<file path="src/sv/fdtd_2d_field_update_core_assert.svh">
// assertion macros for the field update core
`ifndef FDTD_2D_FIELD_UPDATE_CORE_ASSERT_SVH
`define FDTD_2D_FIELD_UPDATE_CORE_ASSERT_SVH

// implication checked on every clock edge outside reset
`define FUC_ASSERT_IMP(label, clk, rst_n, ante, cons, msg) \
  label: assert property (@(posedge clk) disable iff (!rst_n) (ante) |-> (cons)) \
    else $error(msg);

// implication whose consequence is checked in the next cycle
`define FUC_ASSERT_NEXT(label, clk, rst_n, ante, cons, msg) \
  label: assert property (@(posedge clk) disable iff (!rst_n) (ante) |=> (cons)) \
    else $error(msg);

`endif

</file>
<file path="src/sv/fdtd_pkg.sv">
// shared types, constants and rounding helper for the field update core
package fdtd_pkg;

  localparam int unsigned MaxWidthDef  = 64;
  localparam int unsigned MaxHeightDef = 64;
  localparam int unsigned HaloDef      = 1;
  localparam int unsigned NumArr       = 9;

  typedef enum logic [1:0] {
    REQ_WRITE = 2'd0,
    REQ_READ  = 2'd1,
    REQ_EPASS = 2'd2,
    REQ_HPASS = 2'd3
  } req_e;

  typedef enum logic [3:0] {
    ARR_EX    = 4'd0,
    ARR_EY    = 4'd1,
    ARR_HZ    = 4'd2,
    ARR_CEX   = 4'd3,
    ARR_CEXLY = 4'd4,
    ARR_CEY   = 4'd5,
    ARR_CEYLX = 4'd6,
    ARR_CHZLX = 4'd7,
    ARR_CHZLY = 4'd8
  } arr_e;

  typedef enum logic [0:0] {
    CFG_GRID_WIDTH  = 1'd0,
    CFG_GRID_HEIGHT = 1'd1
  } cfg_e;

  // 32x33 signed product, rounded to nearest (ties up) and shifted by 30
  function automatic logic signed [35:0] round_q30(input logic signed [64:0] prod);
    logic signed [64:0] p;
    begin
      p = prod + 65'sd536870912;
      round_q30 = 36'($signed(p[64:30]));
    end
  endfunction

endpackage

</file>
<file path="src/sv/fdtd_mac.sv">
// shared multiply-round unit: one 32x33 product per transfer, two register stages
module fdtd_mac
  import fdtd_pkg::*;
(
  input  logic               clk_i,
  input  logic signed [31:0] coef_i,
  input  logic signed [32:0] val_i,
  output logic signed [35:0] res_o
);
  logic signed [64:0] prod_q;
  logic signed [35:0] res_q;

  always_ff @(posedge clk_i) begin
    prod_q <= 65'(coef_i) * 65'(val_i);
    res_q  <= round_q30(prod_q);
  end

  assign res_o = res_q;
endmodule

</file>
<file path="config.mk">
export PLATFORM = sky130hd
export DESIGN_NAME = fdtd_mac
export DESIGN_NICKNAME = d
export VERILOG_FILES = /design/src/sv/fdtd_2d_field_update_core_assert.svh /design/src/sv/fdtd_pkg.sv /design/src/sv/fdtd_mac.sv
export SDC_FILE = /design/constraint.sdc
export NUM_CORES = 2
export LEC_CHECK = 0
export BUFFER_PORTS_ARGS = -buffer_cell sky130_fd_sc_hd__buf_2
export CAP_MARGIN = 20
export CORE_MARGIN = 2
export CORE_UTILIZATION = 60
export CTS_CLUSTER_DIAMETER = 80
export DETAILED_ROUTE_END_ITERATION = 10
export MAX_ROUTING_LAYER = met4
export PLACE_DENSITY = 0.78
export SKIP_LAST_GASP = 1
export SYNTH_ARGS = -nofsm -noshare
export SYNTH_HDL_FRONTEND = slang
export SYNTH_SLANG_ARGS = --single-unit
</file>
<file path="constraint.sdc">
create_clock -name clk_i -period 8.3 [get_ports clk_i]
set_input_delay 1.245 -clock clk_i [delete_from_list [all_inputs] [get_ports clk_i]]
set_output_delay 1.245 -clock clk_i [all_outputs]
set_load 0.005 [all_outputs]
</file>
Word level (Yosys, flattened, before mapping)
Cells that the tools add are included.

word-level totals
  flip-flop bits (word level) = 100
  input port bits = 66
  output and inout bits = 36
  word-level logic and storage cells = 4

operators by class
  add/subtract/negate cells = 1
  multipliers = 1

operator list
  operator                number
  $add 65x31->65 const B  1
  $mul 32x33->65          1

Logic depth before layout (Yosys ltp)
  depth in word-level cells = 1
  mapped depth = 29
  gate-level depth less buffers = 28

Least setup slack after synthesis
OpenSTA, ideal clock, no wires.

  path type = input -> register
  from = input port val_i[32]
  to = register prod_q[63]
  setup time = 72 ps
  arrival time = 8,247 ps
  path slack = -18 ps
  stages on the path = 23
  cells stage by stage = clkbuf_1 nand2_1 fa_1 fa_1 inv_1 fa_1 fa_1 inv_1 fa_1 inv_1 fa_1 inv_1 fa_1 inv_1 fa_1 ha_1 o21ai_0 a32o_1 o21a_1 a31oi_4 a211oi_2 o31ai_2 xor2_1

between the ends
  longest elaborated chain between the ends = 1

ends and longest elaborated chain
  item                  line            source
  from (decl)           fdtd_mac.sv:7   input logic signed [32:0] val_i,
  $mul 32x33->65        fdtd_mac.sv:14  prod_q <= 65'(coef_i) * 65'(val_i);
  to (signal assigned)  fdtd_mac.sv:14
  to (decl)             fdtd_mac.sv:10  logic signed [64:0] prod_q;

Every way passes these cells.

Worst setup path in the final report
  from = input port coef_i[5]
  to = register prod_q[58]

between the ends
  longest elaborated chain between the ends = 1

ends and longest elaborated chain
  item            line            source
  from (decl)     fdtd_mac.sv:6   input logic signed [31:0] coef_i,
  $mul 32x33->65  fdtd_mac.sv:14

Every way passes these cells.

==> out/results.ini <==
[yosys]
synthCells=4088
syn_nets=5448
synth_top_cell_by_area=fa_1
netlist_area_sq_um=38700
yosysUniqueCellTypes=67
async_reset_ff_share_pct=0
yosys_warnings=0
yosysSeqAreaShare_pct=3.673
ys.flop_type=dfxtp_1
synth.avg_cell_area_sq_um=9.467
synth_top_area_share_pct=57.47
yosys_register_bits=71
synthTopCellsByArea=fa_1 (57%), inv_1 (10%), and2_1 (8.2%), ha_1 (5.9%), nand2_1 (5.5%)
synth_edf_count=0

[route]
drc=0
firstDrtPassIters=5
route.final.wire_length_um=99850
postRouteAntennaNets=0
vias=27894
routedWlPerCell_um=19.34
first_iter_violations=1785
vias_per_cell=5.404

[critical_path]
critPathLaunchType=input pin
crit_path_end_kind=register
critPathMaxFanout=8
critical_path_class=input pin to register
cp.arrival_ns=8.30
crit_required_ns=8.52

[sta]
rsz0062_at_grt=no
skew_ns=0.008608
hold_viol_final=0
setup_viol=0
worst_pin_slew_ns=0.6073
min_period_over_period_pct=97.27
maxSlewHeadroom_pct=59.51
final.min_clock_period_ns=8.074
clock.fmax_ghz=0.1239
slew_violations=0

[clock_tree]
cts_tree=yes
numCtsBuffers=9
cts_hold_buf=0
cts.clk_slew.worst_paths_ns=0.06
clkSinkCount=71
clockBufferDepth=2
post_cts_buffers=0
clock_latency_ns=0.34
htreeDepth=3
cts_root_buf=clkbuf_16

[final_layout]
finalNonFillerCells=5162
utilization_pct=66.21
fin_area_sq_um=42450
syn_to_final_growth_pct=9.686
drive_gt1_share_pct=10.51
final_nets=5657
nFillCells=5018

[run]
maxCapViolCount=0

[floorplan]
core_sq_um=64120
dieArea_sq_um=66550
ios=102
die_y_um=258.0
initial_core_util_pct=60.36
die_w_um=258.0
placementRows=93

[grt]
grt_pass1_vias=31793
overflow=0
grt_pass1_wl_um=165900
grt_max_degree=30
antenna_found_initial=6
grt.total_usage_pct=33.45

[placement]
io_buffer_count=101
dp_cells=5141
place_area_sq_um=42080
dp_hpwl_um=87140
place_congestion=0.9601

[min_path]
hold_class=register to register

[status]
outcome=complete, no violations

-- flip-flops by register name, summed over array words and instances, names as in the netlist --
register,cells
prod_q,36
res_o,35
-- metrics by stage --
stage	worst slack, ns	setup TNS, ns	hold WS, ns
after floorplan	0.1418	0	0.4095
after global placement	-0.3311	-1.836	0.4409
after detailed placement	-0.3861	-4.040	0.4391
after CTS	0.02918	0	0.4486
after global routing	0.0009006	0	0.4559
final	0.2265	0	0.4395
-- cell usage in the layout, fill, tap and decap left out, drive strengths merged, types with 2 or more instances in the layout --
master | netlist | layout
and3 | 9 | 9
nor3 | 7 | 7
o21ai | 33 | 33
a41oi | 3 | 3
a211oi | 11 | 11
o21a | 5 | 5
clkbuf | 197 | 20
a31oi | 5 | 5
clkinvlp | 0 | 3
fa | 1111 | 1111
buf | 8 | 392
xnor2 | 53 | 53
nor2 | 60 | 60
clkinv | 1 | 2
and4 | 7 | 7
nand3 | 26 | 26
a2111oi | 4 | 4
o31ai | 2 | 2
ha | 183 | 183
nor3b | 2 | 2
a21o | 19 | 19
a21oi | 57 | 57
nand2 | 570 | 570
or2 | 3 | 3
xor2 | 31 | 31
a32o | 2 | 2
o21bai | 12 | 12
dfxtp | 71 | 71
nand4 | 15 | 15
nor2b | 6 | 6
o211ai | 6 | 6
diode | 0 | 5
inv | 1033 | 1035
and2 | 507 | 507
nand2b | 11 | 11
-- layout make-up --
type	count	area [sq um]	area share, %
timing repair buffer	403	3115	7.340
clock buffer	9	225.2	0.5306
clock inverter	7	80.08	0.1886
inverter	1034	3885	9.152
antenna	5	12.51	0.02948
multi-input combinational	2778	32640	76.89
sequential	71	1421	3.348
tap	855	1070	2.520
-- synth_stat cells, drive strengths merged (7+ instances only) --
cell	n
clkbuf	197
a211oi	11
buf	8
nand4	15
inv	1033
o21bai	12
a21oi	57
a21o	19
nor3	7
nand2	570
fa	1111
nand2b	11
xor2	31
ha	183
and4	7
o21ai	33
xnor2	53
and2	507
dfxtp	71
nand3	26
and3	9
nor2	60
-- cells by family after synthesis --
group | synth area share, %
compound gates | 3.191
simple gates | 15.80
xor+xnor | 1.901
fa+ha+maj | 63.39
buf+inv | 12.05
flops | 3.673
-- routing by layer --
| metal | track usage, % | share of wire, % | vias up |
|---|---|---|---|
| li1 | - | - | 12005 |
| met1 | 37.90 | 35 | 14479 |
| met2 | 55.45 | 50 | 1034 |
| met3 | 3.112 | 5.2 | 376 |
| met4 | 25.19 | 10 | 0 |
| met5 | - | 0 | - |
-- path summary, 6_finish.rpt --
check	from	to	slack, ns	depth (start not counted)
worst min-delay path	prod_q[64]	res_o[34]	0.44	1
worst min register to register	prod_q[64]	res_o[34]	0.44	1
worst max register to register	prod_q[31]	res_o[31]	5.81	9
worst max-delay path	coef_i[5]	prod_q[58]	0.23	24
-- repair_timing --
item	4_1_cts	5_1_grt
resized for setup	1	18
endpoints found under the setup margin	3	17
gates cloned	0	0
pin swaps	0	2
-- critical path, cell delays in order --
cell,delay (ns)
buf_2,0.18
buf_12,0.16
and2_1,0.16
fa_1,0.56
fa_1,0.44
fa_1,0.51
inv_1,0.05
fa_1,0.48
inv_1,0.06
fa_1,0.49
fa_1,0.59
fa_1,0.44
fa_1,0.60
ha_1,0.37
nand2_1,0.11
a21o_1,0.19
a211oi_1,0.24
buf_4,0.15
nand2_1,0.04
o32ai_1,0.51
a21oi_1,0.21
a21oi_1,0.26
o21ai_1,0.12
xnor2_1,0.12
Power is left out: the tool's default activity adds up to more than one toggle a clock period on the data nets, which glitch-free logic cannot reach.
